--- src/vna_mul.sv ---
// Shared registered 32 x 32 signed multiplier.
`default_nettype none

module vna_mul (
	input  logic               clk,
	input  logic signed [31:0] op_a,
	input  logic signed [31:0] op_b,
	output logic signed [63:0] prod
);

	logic signed [63:0] prod_q;

	always_ff @(posedge clk) begin
		prod_q <= op_a * op_b;
	end

	assign prod = prod_q;

endmodule

`default_nettype wire

--- config.mk ---
export PLATFORM = sky130hd
export DESIGN_NAME = vna_mul
export DESIGN_NICKNAME = d
export VERILOG_FILES = /design/src/vna_mul.sv
export SDC_FILE = /design/constraint.sdc
export NUM_CORES = 2
export LEC_CHECK = 0
export ABC_CLOCK_PERIOD_IN_PS = 14640
export BUFFER_PORTS_ARGS = -buffer_cell sky130_fd_sc_hd__clkbuf_2
export CAP_MARGIN = 20
export CORE_ASPECT_RATIO = 0.5
export CORE_MARGIN = 2
export CORE_UTILIZATION = 57
export DETAILED_ROUTE_END_ITERATION = 7
export PLACE_DENSITY = 0.83
export REMOVE_ABC_BUFFERS = 1
export SLEW_MARGIN = 10
export SYNTH_ARGS = -nofsm -noshare
export SYNTH_HDL_FRONTEND = slang
export SYNTH_SLANG_ARGS = --single-unit
--- constraint.sdc ---
create_clock -name clk -period 14.64 [get_ports clk]
set_input_delay 1.464 -clock clk [delete_from_list [all_inputs] [get_ports clk]]
set_output_delay 1.464 -clock clk [all_outputs]
set_load 0.02 [all_outputs]
==> reports/results.tsv <==
metric	value	unit
grt-ovfl-total	0	
drive_above_1_share	4.79	%
synth_ff_type	dfxtp_1	
grtUsageTotal	28.7	%
synth_commonest_cells	fa_1 (1082), inv_1 (952), and2_1 (516)	
cp_cell_sequence	clkbuf_2 -> nand2_1 -> inv_1 -> fa_1 -> fa_1 -> fa_1 -> fa_1 -> inv_1 -> fa_1 -> inv_1 -> fa_1 -> inv_1 -> fa_1 -> inv_1 -> fa_1 -> ha_1 -> and3_1 -> nand2_1 -> or3_1 -> o22a_1 -> o211ai_1 -> a31oi_1 -> o31ai_1 -> xor2_1	
ant_nets	0	
syn_inst	3884	
synth_top_cells_by_area	fa_1 (58%), inv_1 (9.6%), and2_1 (8.7%), ha_1 (6.2%), nand2_1 (5.2%)	
fin_crit	9710	ps
grt_max_degree	33	
violations	DRC	
place_ws	4650	ps
drv_cap	0	
cts_tree	yes	
vias_per_cell	5.57	
wire_per_inst	19.1	um
maxSlewViolCount	0	
required	14910	ps
cts.sinks	64	
worst_slew_pin_slew	963	ps
async_flop_share	0	%
fmax	103	MHz
n_antenna_cell	0	
die_w	365	um
layout.nets	5172	
drc	1	
largest_reg_flops	64	
core	64800	um2
die_h	185	um
max-slew-margin-rel	35.7	%
timing.final.crit_share	66.3	%
grt_pass1_vias	29800	
setup_violations	0	
first_pass_iters	8	
crit_type	primary input to flop	
final_util	59.7	%
setup_ws	4930	ps
worst-path-max-fanout	32	
n_fill_cell	5229	
postSynthAreaPerCell	9.59	um2
cts_setup_buffers	0	
ctsHoldBuffers	0	
drt-total-wl	90500	um
synth_cell_types	63	
ys_seq_area_share	3.44	%
yosys.area.top_type	fa_1	
cts_resized	0	
cp_slowest_cell	fa_1	
design.portCount	129	
htreeDepth	3	
gp_congestion	0.919	
std_cell_rows	66	
cts_buffer_depth	2	
portBuffers	128	
antenna_found_initial	2	
synth_edf_count	0	
rsz0062_at_grt	no	
slowest_delay	980	ps
vias	26300	
synth_top_area_share	58.2	%
endpoint_kind	flop	
cts_root_buffer	clkbuf_16	
dieArea	67500	um2
cp_common_cell	fa_1	
syn-cell-area	37200	um2
hold_viol	0	
fin_setup_tns	0	ps
cp.arrival	9980	ps
syn_to_final_growth	3.86	%
yosys_warnings	0	
hold_class	primary input to flop	
grt_pass1_wl	150000	um
status	finished, violations left	
dpl.hpwl	75100	um
first_iter_violations	2180	
ys_ff_latch	64	
numCtsBuffers	9	
yosysMostFrequentCell	fa_1	
clk_pin_slew	50	ps
start_util	57.5	%
startpoint_type	primary input	
## path summary, 6_finish.rpt
kind / from / endpoint / slack [ps] / cells after the start
min: op_a[0] / prod[0] / 1730 / 3
max: op_b[2] / prod[62] / 4930 / 24
## logic make-up (layout without fill, tap and decap cells)
kind of cell	count (synthesis)	in the layout	synth area share (%)
AOI/OAI and AO/OA	193	193	3.46
xor gates and xnor gates	75	75	1.76
adders and majority gates	1266	1266	64.3
buffers and inverters	1152	1113	11.6
DFF	64	64	3.44
and+or+nand+nor	1134	1134	15.4
## per-stage QoR
stage	hold WS [ps]	std cells	instance area, um2
after floorplan	1590	3684	36500
after global placement	1880	4714	38400
after detailed placement	1880	4714	38400
after CTS	1700	4729	38700
after global routing	1730	4729	38700
final	1730	4729	38700
## cell type report
type / count / area, um2 / share of cell area, %
multi-input combinational: 2668 / 31600 / 81.8
inverter: 952 / 3570 / 9.24
tap: 884 / 1110 / 2.86
sequential: 64 / 1280 / 3.31
clock buffer: 9 / 225 / 0.582
clock inverter: 6 / 85.1 / 0.220
timing repair buffer: 146 / 776 / 2.01
## cell usage in the layout (no fill, tap or decap), types with 6 or more instances in the layout
master     count
o21ai_0       28
nand2_1      511
clkbuf_2     128
nor3_1         6
and3_1         7
nand3_1       15
nand4_1        7
fa_1        1082
o31ai_1        6
inv_1        952
nor2_1        42
o21bai_1      15
ha_1         184
dfxtp_1       64
a21o_1        23
clkbuf_16      9
a21oi_1       68
buf_4         18
nand2b_1       9
and2_1       516
a31oi_1       12
xor2_1        22
xnor2_1       53
## critical path: cells and delay by family
kind	cells	cell delay, ps
adders and majority gates	9	5130
buffers and inverters	6	1320
AOI/OAI and AO/OA	4	970
and+or+nand+nor	4	920
xor gates and xnor gates	1	160
## routing by layer
| metal | wire (um) | track usage (%) |
|---|---|---|
| met5 | 26 | 0 |
| met4 | 5950 | 16.1 |
| met3 | 5830 | 3.46 |
| met2 | 46800 | 50.2 |
| met1 | 31900 | 34.6 |
Power is not shown: default switching activity piles up to over one toggle a cycle in this logic, so the estimate is an artifact.
