`src/vna_pkg.sv`:
```
// Types and constants of the vertex normal accumulator.
`default_nettype none

package vna_pkg;

	localparam int SUM_W  = 26;  // running sum, signed Q1.14 with headroom
	localparam int CNT_W  = 10;  // edge counter
	localparam int SQ_W   = 62;  // sum of three squares
	localparam int ROOT_W = 32;  // vector length
	localparam int NUM_W  = 45;  // dividend m * 2^14 + len / 2
	localparam int QUOT_W = 15;  // quotient bits, never above 2^14

	localparam logic [1:0] STATUS_OK    = 2'd0;
	localparam logic [1:0] STATUS_ZERO  = 2'd1;
	localparam logic [1:0] STATUS_LIMIT = 2'd2;

	typedef struct packed {
		logic               has_face;
		logic signed [31:0] p0_x;
		logic signed [31:0] p0_y;
		logic signed [31:0] p0_z;
		logic signed [31:0] p1_x;
		logic signed [31:0] p1_y;
		logic signed [31:0] p1_z;
		logic signed [31:0] p2_x;
		logic signed [31:0] p2_y;
		logic signed [31:0] p2_z;
		logic               last_edge;
	} item_t;

	typedef struct packed {
		logic signed [15:0] normal_x;
		logic signed [15:0] normal_y;
		logic signed [15:0] normal_z;
		logic [1:0]         status;
	} res_t;

endpackage

`default_nettype wire

```
`src/vna_sqrt.sv`:
```
// Iterative integer square root, one result bit per cycle.
`default_nettype none

module vna_sqrt (
	input  logic                        clk,
	input  logic                        arst_n,
	input  logic                        start,
	input  logic [vna_pkg::SQ_W-1:0]    radicand,
	output logic                        done,
	output logic [vna_pkg::ROOT_W-1:0]  root
);

	import vna_pkg::*;

	logic [SQ_W-1:0] n_q;
	logic [63:0]     r_q;
	logic [63:0]     bit_q;
	logic            busy_q;
	logic            done_q;
	logic [63:0]     trial;
	logic            ge;

	assign trial = r_q + bit_q;
	assign ge    = 64'(n_q) >= trial;

	always_ff @(posedge clk or negedge arst_n) begin
		if (!arst_n) begin
			n_q    <= '0;
			r_q    <= '0;
			bit_q  <= '0;
			busy_q <= 1'b0;
			done_q <= 1'b0;
		end else begin
			done_q <= busy_q & bit_q[0];
			if (start) begin
				n_q    <= radicand;
				r_q    <= '0;
				bit_q  <= 64'(1) << 62;
				busy_q <= 1'b1;
			end else if (busy_q) begin
				if (ge) begin
					n_q <= n_q - trial[SQ_W-1:0];
					r_q <= (r_q >> 1) + bit_q;
				end else begin
					r_q <= r_q >> 1;
				end
				bit_q <= bit_q >> 2;
				if (bit_q[0]) begin
					busy_q <= 1'b0;
				end
			end
		end
	end

	assign done = done_q;
	assign root = r_q[ROOT_W-1:0];

endmodule

`default_nettype wire

```
`config.mk`:
```
export PLATFORM = sky130hd
export DESIGN_NAME = vna_sqrt
export DESIGN_NICKNAME = d
export VERILOG_FILES = /design/src/vna_pkg.sv /design/src/vna_sqrt.sv
export SDC_FILE = /design/constraint.sdc
export NUM_CORES = 1
export LEC_CHECK = 0
export BUFFER_PORTS_ARGS = -buffer_cell sky130_fd_sc_hd__buf_2
export CORE_ASPECT_RATIO = 0.6
export CORE_MARGIN = 1.5
export CORE_UTILIZATION = 68
export CTS_CLUSTER_SIZE = 14
export DETAILED_ROUTE_END_ITERATION = 10
export PLACE_DENSITY = 0.88
export SLEW_MARGIN = 25
export SYNTH_ARGS = -nofsm -noshare
export SYNTH_HDL_FRONTEND = slang
export SYNTH_SLANG_ARGS = --single-unit
```
`constraint.sdc`:
```
create_clock -name clk -period 10.8 [get_ports clk]
set_clock_uncertainty 0.15 [all_clocks]
set_input_delay 0.54 -clock clk [delete_from_list [all_inputs] [get_ports clk]]
set_output_delay 0.54 -clock clk [all_outputs]
set_load 0.01 [all_outputs]
```
==> results.txt <==
- The run finished, with violations left.
- The checks that failed: negative hold slack.
- In the layout the commonest cells are sky130_fd_sc_hd__nor2_1, sky130_fd_sc_hd__nand2_1, sky130_fd_sc_hd__dfrtp_1, sky130_fd_sc_hd__a21oi_1, sky130_fd_sc_hd__ha_1.
- Share of cells above drive strength 1: a little under a tenth
- In this run, distinct cell masters in the synthesized netlist total 90.
- GRT Total Usage: between 40% and 50%
- Hold timing on the final database bottoms out at a slack of -0.000135 ns.
- Before CTS, the worst setup slack after placement is roughly 3.3 ns.
* Minimum clock period: ~7.7 ns
- Buffers added to address setup during post-CTS repair amount to 0.
* Number of nets in the layout: 2,155
- Number of antenna-violating nets in the routed design: 0
- Once the floorplan was initialized, standard cells occupied 69.2% of the core.
- Worst setup path endpoint: n_q[0]$_DFFE_PN0P_
- The congestion estimate from routability-driven global placement came to 1.04.
- Main synth FF type: sky130_fd_sc_hd__dfrtp_1
- The floorplan step defined a die boundary enclosing around 24,000 um^2.
- Sequential elements use roughly 25% of the synthesized area.
- Vias in the first global route: between 10,000 and 15,000
- Setup violations remaining at the end of the flow were counted as 0.
* Number of antenna violations at the first check in global routing: 0
* Largest fanout on the critical path: around 60
* Clock tree from TritonCTS: done
- Number of instances resized during post-cts repair: 0
* Synthesized area per cell: 8.06 um^2
- For the worst flop-to-flop path, the logic depth is 24.
* P_leak: roughly 7 nW
* Kind of capture point of the worst setup path: register
* Proportion of synthesized flip-flops having asynchronous set or reset: 100%
- Counting flops with a built-in enable in the synthesized netlist gives 0.
- The library cell used most frequently in the layout, excluding fill and tap cells, is sky130_fd_sc_hd__nor2_1.
* Maximum clock path buffer count: 2
* Final critical-path share of the clock period: around 71%
- Setup TNS: 0 ns
- Cells fill about three quarters of the core in the end.
- Instance count of the mapped netlist: 1,977
- The worst setup path is launched from a register.
- Length of the first detailed-routing pass in iterations: 7
* Final cell area excluding filler cells: 16,800 um^2
- After layout, the worst setup slack is 3.11 ns.
* Die W: 201 um
- Row Count: between 40 and 50
- The final-report hold violation count came to 2.
- For this block, the via count after detailed routing is 15,900.
- Placed Cells incl. Taps: between 2,000 and 2,500
* HP Class: primary input to async pin
- The detailed router finished its first iteration with roughly 2,500 violations.
* Net count after synthesis: 2,171
* Post-Synthesis Cell Area: roughly 16,000 um^2
- Across all register-to-register paths, the minimum setup slack is about 3.1 ns.
* Worst flop-to-flop path startpoint: r_q[12]$_DFFE_PN0P_
- Crit Path Category: register to register
* Hold buffers post-CTS: 0
- The first global-routing pass estimated 79,100 um of wire.
- The final layout contains routed wiring with a total length of 50,000 um.
- The number of max-slew violations in the final report is 0.
- WL/cell: around 22 um
- Max-Cap Viols: 0
- Clock-pin slew was measured on the worst setup and hold paths at 0.08 ns.
- Entering global routing, the biggest net connects 92 pins.
- Total core area: 23,000 um^2
* Buffer type at the clock tree root: sky130_fd_sc_hd__clkbuf_16
* Instance area after placement: between 15,000 and 20,000 um^2
- For the worst-skew pair, the clock arrives at the later sink with an insertion delay of 0.46 ns.
* Rel. slew slack: 26.4%
- The HPWL after detailed placement is between 30,000 and 40,000 um.
- In the routed design, unresolved DRC markers number 0.
* Final cell count without fillers: 2,289
- The repair_antennas step left the layout with diodes totalling 0.
* Number of vias per cell: roughly 6.9
- Number of fillers in the final layout: approximately 1,800
- Power per standard cell area: between 100 and 150 nW/um^2
- For the pin with the worst max-slew slack, the measured transition is 1.10 ns.
- Number of H-tree branching levels: 4
* Number of buffers created by CTS: 17
* Number of synthesis warnings: 0
* CP Data Required Time: 10.99 ns
- Layout overhead on the synthesized area: 5.69%
- #FFs+latches synth: between 150 and 200
- Setup repair after global routing missed its margin: false
* Top-Level Pins: 98
- Die Span Y: approximately 120 um
- Maximum achievable frequency: approximately 130 MHz
- In this run the worst setup path begins at r_q[12]$_DFFE_PN0P_.
- Worst Path Arrival: 7.88 ns
* Clock sink count: 160
- The total overflow left after global routing is 0.
- Worst IR Drop VDD: 0.104 mV
* Endpoint of the worst-slack reg-to-reg timing path: n_q[0]$_DFFE_PN0P_
- In this run the tool buffered the top-level ports with between 90 and 100 buffer cells.
- Total power draw: roughly 2.1 mW
## synthesized netlist by cell type (all sizes together), types with 37 or more instances
master	instances	area, um^2
a31oi	58	369
xnor2	89	780
o21ai	142	718
nor3	59	307
clkbuf	62	236
ha	128	1600
mux2i	91	911
o21bai	37	278
xor2	62	543
dfrtp	160	4000
a211oi	57	443
nor2	194	731
buf	81	504
a21oi	144	721
inv	58	218
nand3	40	200
nand2	181	679
## area by class of cell
class | count | area [um^2] | share of cell area (%)
multi-input combinational | 1615 | 11000 | 65.3
sequential | 160 | 4010 | 23.8
timing repair buffer | 108 | 584 | 3.47
clock buffer | 18 | 439 | 2.61
tap | 315 | 394 | 2.34
inverter | 59 | 221 | 1.32
clock inverter | 14 | 194 | 1.15
## registers in the layout, summed over array words and instances, names as in the netlist
signal and cells:
r_q 64, n_q 62, bit_q 32, busy_q 1, done 1
## where the power goes
group          switching, mW  internal [mW]  total (mW)
registers             0.0573          0.641       0.698
clock network          0.290          0.380       0.670
logic                  0.452          0.284       0.736
total                  0.799           1.30        2.10
## logic make-up after synthesis
| group | count (synthesis) | share of synthesized area, % |
|---|---|---|
| xor gates and xnor gates | 151 | 8.30 |
| and+or+nand+nor | 606 | 17.7 |
| AOI/OAI and AO/OA | 637 | 26.8 |
| muxes | 92 | 5.79 |
| DFF | 160 | 25.1 |
| adders and majority gates | 129 | 10.2 |
| buffers and inverters | 202 | 6.04 |
## worst min-delay path by stage
stage	cells after the start	end
floorplan	0	bit_q[0]$_DFFE_PN0P_
global placement	2	n_q[58]$_DFFE_PN0P_
detailed placement	1	busy_q$_DFF_PN0_
CTS	1	n_q[14]$_DFFE_PN0P_
global route	1	n_q[10]$_DFFE_PN0P_
finish	1	n_q[10]$_DFFE_PN0P_
## worst max-delay path, stage by stage (launching register included)
cell and delay, ns:
sky130_fd_sc_hd__dfrtp_1 0.65, sky130_fd_sc_hd__ha_1 0.34, sky130_fd_sc_hd__and2_1 0.19, sky130_fd_sc_hd__a21oi_1 0.30, sky130_fd_sc_hd__o21ai_2 0.16, sky130_fd_sc_hd__a2111o_1 0.46
sky130_fd_sc_hd__nand4b_1 0.18, sky130_fd_sc_hd__a21oi_1 0.11, sky130_fd_sc_hd__nor2b_1 0.27, sky130_fd_sc_hd__o21ai_0 0.23, sky130_fd_sc_hd__a31oi_1 0.25, sky130_fd_sc_hd__xor2_1 0.12
sky130_fd_sc_hd__ha_1 0.45, sky130_fd_sc_hd__and4_1 0.25, sky130_fd_sc_hd__nand3_1 0.11, sky130_fd_sc_hd__or2_1 0.31, sky130_fd_sc_hd__nor4_1 0.59, sky130_fd_sc_hd__a221oi_1 0.16
sky130_fd_sc_hd__o221ai_1 0.21, sky130_fd_sc_hd__o2111ai_4 0.16, sky130_fd_sc_hd__buf_4 0.32, sky130_fd_sc_hd__nor3_4 0.23, sky130_fd_sc_hd__buf_4 0.80, sky130_fd_sc_hd__mux2i_1 0.20
sky130_fd_sc_hd__mux2_2 0.31
## routing by layer
metal / GRT usage [%] / vias up / part of all wire [%]
met2: 53.6 / 1153 / 38
met4: 9.63 / 0 / 1.8
li1: - / 7252 / -
met5: 0 / - / 0
met3: 13.4 / 92 / 16
met1: 64.2 / 7354 / 45
No activity file was read; power rests on OpenSTA's default activity.
