<file path="src/vna_pkg.sv">
// Types and constants of the vertex normal accumulator.
`default_nettype none

package vna_pkg;

	localparam int SUM_W  = 26;  // running sum, signed Q1.14 with headroom
	localparam int CNT_W  = 10;  // edge counter
	localparam int SQ_W   = 62;  // sum of three squares
	localparam int ROOT_W = 32;  // vector length
	localparam int NUM_W  = 45;  // dividend m * 2^14 + len / 2
	localparam int QUOT_W = 15;  // quotient bits, never above 2^14

	localparam logic [1:0] STATUS_OK    = 2'd0;
	localparam logic [1:0] STATUS_ZERO  = 2'd1;
	localparam logic [1:0] STATUS_LIMIT = 2'd2;

	typedef struct packed {
		logic               has_face;
		logic signed [31:0] p0_x;
		logic signed [31:0] p0_y;
		logic signed [31:0] p0_z;
		logic signed [31:0] p1_x;
		logic signed [31:0] p1_y;
		logic signed [31:0] p1_z;
		logic signed [31:0] p2_x;
		logic signed [31:0] p2_y;
		logic signed [31:0] p2_z;
		logic               last_edge;
	} item_t;

	typedef struct packed {
		logic signed [15:0] normal_x;
		logic signed [15:0] normal_y;
		logic signed [15:0] normal_z;
		logic [1:0]         status;
	} res_t;

endpackage

`default_nettype wire

</file>
<file path="src/vna_div.sv">
// Restoring divider, one quotient bit per cycle.
`default_nettype none

module vna_div (
	input  logic                        clk,
	input  logic                        arst_n,
	input  logic                        start,
	input  logic [vna_pkg::NUM_W-1:0]   num,
	input  logic [vna_pkg::ROOT_W-1:0]  den,
	output logic                        done,
	output logic [vna_pkg::QUOT_W-1:0]  quot
);

	import vna_pkg::*;

	// quotient is known to fit QUOT_W bits, so the top of num starts below den
	logic [ROOT_W-1:0] rem_q;
	logic [QUOT_W-1:0] q_q;
	logic [3:0]        cnt_q;
	logic              busy_q;
	logic              done_q;
	logic [ROOT_W:0]   trial;
	logic              ge;

	assign trial = {rem_q, q_q[QUOT_W-1]};
	assign ge    = trial >= {1'b0, den};

	always_ff @(posedge clk or negedge arst_n) begin
		if (!arst_n) begin
			rem_q  <= '0;
			q_q    <= '0;
			cnt_q  <= '0;
			busy_q <= 1'b0;
			done_q <= 1'b0;
		end else begin
			done_q <= busy_q && (cnt_q == 4'd1);
			if (start) begin
				rem_q  <= ROOT_W'(num[NUM_W-1:QUOT_W]);
				q_q    <= num[QUOT_W-1:0];
				cnt_q  <= 4'(QUOT_W);
				busy_q <= 1'b1;
			end else if (busy_q) begin
				if (ge) begin
					rem_q <= ROOT_W'(trial - {1'b0, den});
				end else begin
					rem_q <= trial[ROOT_W-1:0];
				end
				q_q   <= {q_q[QUOT_W-2:0], ge};
				cnt_q <= cnt_q - 4'd1;
				if (cnt_q == 4'd1) begin
					busy_q <= 1'b0;
				end
			end
		end
	end

	assign done = done_q;
	assign quot = q_q;

endmodule

`default_nettype wire

</file>
<file path="config.mk">
export PLATFORM = sky130hd
export DESIGN_NAME = vna_div
export DESIGN_NICKNAME = d
export VERILOG_FILES = /design/src/vna_pkg.sv /design/src/vna_div.sv
export SDC_FILE = /design/constraint.sdc
export NUM_CORES = 1
export LEC_CHECK = 0
export BUFFER_PORTS_ARGS = -buffer_cell sky130_fd_sc_hd__buf_4
export CELL_PAD_IN_SITES_DETAIL_PLACEMENT = 1
export CELL_PAD_IN_SITES_GLOBAL_PLACEMENT = 2
export CORE_UTILIZATION = 33
export CTS_BUF_LIST = sky130_fd_sc_hd__clkbuf_4
export CTS_CLUSTER_DIAMETER = 100
export DETAILED_ROUTE_END_ITERATION = 8
export GPL_TIMING_DRIVEN = 0
export HOLD_SLACK_MARGIN = 0.1
export PLACE_DENSITY_LB_ADDON = 0.1
export REMOVE_ABC_BUFFERS = 1
export SLEW_MARGIN = 20
export SYNTH_ARGS = -nofsm -noshare
export SYNTH_HDL_FRONTEND = slang
export SYNTH_SLANG_ARGS = --single-unit
export TNS_END_PERCENT = 50
</file>
<file path="constraint.sdc">
create_clock -name clk -period 4.1 [get_ports clk]
set_input_delay 0.41 -clock clk [delete_from_list [all_inputs] [get_ports clk]]
set_output_delay 0.41 -clock clk [all_outputs]
set_load 0.02 [all_outputs]
</file>
==> results of run 1 <==
==> worst min-delay path: cells and delay by family <==
| kind | cells | cell delay [ns] |
|---|---|---|
| buf+inv | 1 | 0.07 |
| simple gates | 1 | 0.04 |
| compound gates | 1 | 0.06 |
==> cells in the final DEF (no fill, tap or decap), types with 16 or more instances in the layout <==
| cell | count |
|---|---|
| xnor2_1 | 16 |
| nand2_1 | 60 |
| o211ai_1 | 19 |
| a21o_1 | 20 |
| a22o_1 | 17 |
| nor2_1 | 66 |
| buf_4 | 95 |
| dfrtp_1 | 52 |
| o21ai_0 | 36 |
| inv_1 | 44 |
| mux2i_1 | 22 |
| a21oi_1 | 43 |
| ha_1 | 34 |
==> worst paths after layout <==
check	end	depth (start not counted)	slack, ns
max	rem_q[30]	13	0.33
min	quot[6]	3	0.17
max reg2reg	rem_q[30]	13	0.33
min reg2reg	cnt_q[3]	2	0.57
max in group asynchronous	busy_q	2	2.99
min in group asynchronous	rem_q[10]	2	0.55
==> cell type report <==
type,instances,area (um^2),share of cell area
Multi-Input combinational cell,455,3077,0.5485
Sequential cell,53,1330,0.2371
Timing Repair Buffer,97,743.2,0.1325
Tap cell,180,225.2,0.04015
Inverter,44,165.2,0.02944
Clock buffer,5,37.54,0.006692
Clock inverter,3,28.78,0.005130
Antenna cell,1,2.502,0.0004461
==> metal layers <==
layer,wire length (um),vias to the layer above
met4,121,0
met1,6323,2086
met5,0,-
met3,649,11
met2,5871,73
li1,-,2213
==> power by group <==
| group | switching (mW) | total [mW] | leakage [nW] | internal [mW] |
|---|---|---|---|---|
| Combinational | 1.31 | 2.30 | 2.15 | 0.991 |
| Sequential | 0.138 | 0.817 | 0.634 | 0.680 |
| Clock | 0.219 | 0.295 | 0.0381 | 0.0761 |
==> what timing repair did <==
action                    4_1_cts  5_1_grt
hold buffers                    1        0
buffers inserted                0        0
hold endpoints to repair       53        0
==> state kept, by name, summed over array words and instances (netlist names) <==
register and count:
rem_q 32, cnt_q 4, quot 15, done 1, busy_q 1
==> through the flow <==
stage / hold slack [ns] / cell area [um^2]
6_report: 0.1670 / 5609
5_1_grt: 0.1313 / 5609
4_1_cts: 0.1309 / 5607
3_5_place_dp: 0.5324 / 5530
3_3_place_gp: 0.5107 / 5499
2_1_floorplan: 0.1144 / 4561
==> logic make-up after synthesis <==
| kind of cell | Yosys count | synth area share |
|---|---|---|
| buffers and inverters | 79 | 0.06395 |
| adder cells (fa/ha/maj) | 35 | 0.09486 |
| XOR/XNOR | 28 | 0.05222 |
| AO/OA/AOI/OAI | 177 | 0.2665 |
| AND/OR/NAND/NOR | 189 | 0.1828 |
| multiplexers | 26 | 0.05729 |
| flip-flops | 53 | 0.2824 |
==> flow_summary.ini, run 1 <==
[detailed_routing]
wirelength_um = 12970
via_per_inst = 5.230
wl_per_cell_um = 15.47
firstDrtPassIters = 4
drt-initial-drc-count = 131
drc = 0
vias = 4383
ant_nets = 0

[place]
gp_congestion = 0.7753
place_ws_ns = 0.3303
port_buffers = 95
dp_hpwl_um = 9702
dp.cells = 828

[clocking]
cts_tree = built
clock_sinks = 53
post_cts_resized = 0
cts.clk_slew.worst_paths_ns = 0.20
clk_latency_ns = 0.43
clockBufferDepth = 2
htreeDepth = 2
cts_buffers = 5
cts_root_buf = clkbuf_4

[power]
power.density_nw_per_um2 = 607.7
power_mw = 3.409
ir_drop_mv = 0.2551
p_leak_nw = 2.823

[floorplan]
start_util = 0.3383
chipHeight_um = 121.3
die_area_um2 = 14710
coreArea_um2 = 13880
rows = 43
ios = 96
die_w_um = 121.3

[global_route]
grtUsageMet3 = 0.04370
grt_antenna_before_repair = 1
grt_overflow = 0
grt-busiest-layer = met2
gr-usage-met1 = 0.2541
grt_max_degree = 99
grt_pass1_wl_um = 22180
first_global_vias = 4534
track_usage = 0.1883
use_met2 = 0.3040

[critical_path]
worstPathArrival_ns = 4.12
r2r_start = quot[14]
critical_path.slowest_cell = dfrtp_1
worst-path-buf-inv = 2
path_cells = inv_1 -> ha_1 -> inv_1 -> fa_1 -> a211o_1 -> a2111oi_2 -> o31ai_2 -> a221oi_4 -> o31ai_2 -> a211oi_4 -> nor4b_1 -> mux2_4 -> a2111oi_4
path_class = reg2reg
critPathLaunchType = register
required_ns = 4.44
worst_setup_path_end_kind = register
critPathTopFamily = compound AO/OA/AOI/OAI gates
crit_path_max_fanout = 4
crit_start = quot[14]
max_stage_delay_ns = 0.46

[sta]
finalCritPeriodShare = 0.9204
hold_violations = 0
max-slew-margin-rel = 0.3820
slew_violations = 0
fin_ws_ns = 0.3265
fin_tns_setup_ns = 0
clock.fmax_ghz = 0.2650
min_period_ns = 3.773
finalSetupViolCount = 0
worst_slew_pin_slew_ns = 0.9270
skew_ns = 0.01447
rsz0062_at_grt = no

[synth]
synth_area_leader_cell = dfrtp_1
syn_area_per_cell_um2 = 8.000
syn_inst = 587
synth_edf_count = 0
async_flop_share = 1.000
synth_most_common_cell = nor2_1
ys_types = 50
yosysWarnings = 0
synth_flop_cell = dfrtp_1
synth.cell_area_um2 = 4696
synth_largest_type_area_fraction = 0.2824
yosys-top-cells-count = 66 x nor2_1, 61 x nand2_1, 53 x dfrtp_1
netlist_top_cells_area = dfrtp_1 28%, ha_1 9.1%, nor2_1 5.3%
yosysSeqAreaShare = 0.2824
ys_seq_elements = 53

[cells_and_area]
drive_above_1_share = 0.1781
utilization = 0.4041
area_delta_synth_final_pct = 19.45
finalNetCount = 771
n_fill_cell = 1695
fin_cells = 838

[hold_path]
min-delay-start = num[6]
min_path_type = in2reg

[outcome]
status = finished clean

[flow_run]
maxCapViolations = 0
(Power assumes the default switching activity.)
==> inputs of run 2 (changes only) <==
--- a/config.mk
+++ b/config.mk
@@ -16,6 +16,7 @@
 export HOLD_SLACK_MARGIN = 0.1
 export PLACE_DENSITY_LB_ADDON = 0.1
 export REMOVE_ABC_BUFFERS = 1
+export SETUP_SLACK_MARGIN = 0.5
 export SLEW_MARGIN = 20
 export SYNTH_ARGS = -nofsm -noshare
 export SYNTH_HDL_FRONTEND = slang
==> run 2 against run 1 <==
First-iteration DRC count shrank 5.3%. Setup slack gained 0.18 ns. Power grew 4.7%. Clock power is essentially flat. Sequential share of layout area shrank 0.71 points. Core utilization grew 1.3 points. Non-clock buffer count grew 11. Via count grew 1.0%. Clock skew grew 0.0012 ns. Highest routed layer unchanged. Flip-flop and latch count is the same. Cell count grew 1.3%. Combinational power grew 7%.
==> flow_summary.ini, run 2 (synthesis results as in run 1) <==
[sta]
worst_slew_pin_slew_ns = 0.9126
hold_violations = 0
slew_violations = 0
clock.fmax_ghz = 0.2785
fin_ws_ns = 0.5094
max-slew-margin-rel = 0.3916
skew_ns = 0.01570
min_period_ns = 3.591
finalSetupViolCount = 0
rsz0062_at_grt = yes
finalCritPeriodShare = 0.8758

[floorplan]
die_w_um = 121.3
die_area_um2 = 14710
rows = 43
chipHeight_um = 121.3
start_util = 0.3383
ios = 96
coreArea_um2 = 13880

[global_route]
grt_overflow = 0
grt_antenna_before_repair = 1
grt_pass1_wl_um = 22300
grt_max_degree = 99
track_usage = 0.1895
first_global_vias = 4552

[critical_path]
crit_end = rem_q[26]
cp.depth = 13
max_stage_delay_ns = 0.43
critPathTopFamily = compound AO/OA/AOI/OAI gates
crit_path_max_fanout = 4
regToRegSetupSlack_ns = 0.51
worstPathArrival_ns = 3.92
worst_setup_path_end_kind = register
required_ns = 4.43
path_class = reg2reg
critPathLaunchType = register
crit_top_cell = o31ai_4
worst-path-buf-inv = 2
worstRegToRegCells = 13
r2r_end = rem_q[26]
critical_path.slowest_cell = dfrtp_1
path_cells = inv_1 -> ha_2 -> inv_2 -> fa_2 -> a211o_1 -> a2111oi_4 -> o31ai_4 -> a221oi_4 -> o31ai_4 -> a211oi_4 -> o21ai_1 -> xor2_1 -> a221o_1
crit_start = quot[14]
r2r_start = quot[14]

[clocking]
cts.clk_slew.worst_paths_ns = 0.20
clk_latency_ns = 0.43
cts_root_buf = clkbuf_4
clock_sinks = 53
cts_buffers = 5
cts_tree = built
htreeDepth = 2
clockBufferDepth = 2

[cells_and_area]
final_common_cell = buf_4
area_delta_synth_final_pct = 23.15
regMostFlops = rem_q
drive_above_1_share = 0.2051
utilization = 0.4166
final_cell_mix = 105 x buf_4, 65 x nor2_1, 60 x nand2_1
largest_reg_flops = 32
n_fill_cell = 1679
finalNetCount = 782

[detailed_routing]
wirelength_um = 13150
via_per_inst = 5.214
drt-initial-drc-count = 124
drc = 0
vias = 4427
wl_per_cell_um = 15.49
ant_nets = 0
firstDrtPassIters = 4

[place]
place_ws_ns = 0.3303
gp_congestion = 0.7753
dp_hpwl_um = 9702
port_buffers = 95

[outcome]
status = finished clean

[hold_path]
min_path_type = in2reg

[power]
power.density_nw_per_um2 = 617.1
power_mw = 3.569
ir_drop_mv = 0.2475
p_leak_nw = 2.892

[flow_run]
maxCapViolations = 0
## run 2: cell count changes in the layout (fill, tap and decap cells not counted), sizes merged
| cell | delta |
|---|---|
| buf | +11 |
## run 2: per-stage QoR
step,cell area (um^2),hold slack (ns),setup TNS [ns],instances
2_1_floorplan,4561,0.1144,0,552
3_3_place_gp,5499,0.5107,-9.253,827
3_5_place_dp,5530,0.5324,0,828
4_1_cts,5642,0.1309,0,840
5_1_grt,5783,0.1313,0,849
6_report,5783,0.1660,0,849
## run 2: final cells by class
| type | count | area, um^2 | share of cell area |
|---|---|---|---|
| multi-input cells | 455 | 3164 | 0.5472 |
| flip-flops and latches | 53 | 1330 | 0.2300 |
| inverters | 44 | 165.2 | 0.02856 |
| clock inverters | 3 | 28.78 | 0.004976 |
| repair buffers | 108 | 829.5 | 0.1434 |
| diodes | 1 | 2.502 | 0.0004327 |
| clock buffers | 5 | 37.54 | 0.006491 |
| well taps | 180 | 225.2 | 0.03894 |
## run 2: how the worst min path moves through the flow
stage              from   endpoint  slack (ns)  cells past startpoint
2_1_floorplan    arst_n     busy_q        0.11                      0
3_3_place_gp   cnt_q[3]   cnt_q[3]        0.51                      2
3_5_place_dp     arst_n  rem_q[15]        0.53                      1
5_1_grt          num[0]    quot[0]        0.13                      3
6_report        num[16]   rem_q[1]        0.17                      2
4_1_cts          num[4]    quot[4]        0.13                      3
## run 2: where the power goes
group	leakage (nW)	switching (mW)	internal [mW]
Clock	0.0381	0.219	0.0761
Combinational	2.22	1.37	1.08
Sequential	0.634	0.138	0.680
Total	2.89	1.73	1.84
## run 2: per-layer routing
layer  part of all wire  wire (um)  up-vias  track usage
met4             0.0092        121        0      0.04012
met2               0.46       6007       73       0.3058
met3              0.050        655       12      0.04370
met1               0.48       6364     2103       0.2561
li1                   -          -     2239            -
met5                  0          0        -            0
## run 2: worst register-to-register path, cell delays in order, from the launching register on
cell       delay [ns]
dfrtp_1          0.43
inv_1            0.06
ha_2             0.18
inv_2            0.04
fa_2             0.40
a211o_1          0.32
a2111oi_4        0.42
o31ai_4          0.14
a221oi_4         0.36
o31ai_4          0.13
a211oi_4         0.39
o21ai_1          0.13
xor2_1           0.15
a221o_1          0.33
## run 2: repair_timing
item,CTS,global route
hold endpoints to repair,53,0
hold buffers,1,0
setup endpoints to repair,5,9
setup buffers,3,8
pin swaps,2,11
gates resized for setup,1,16
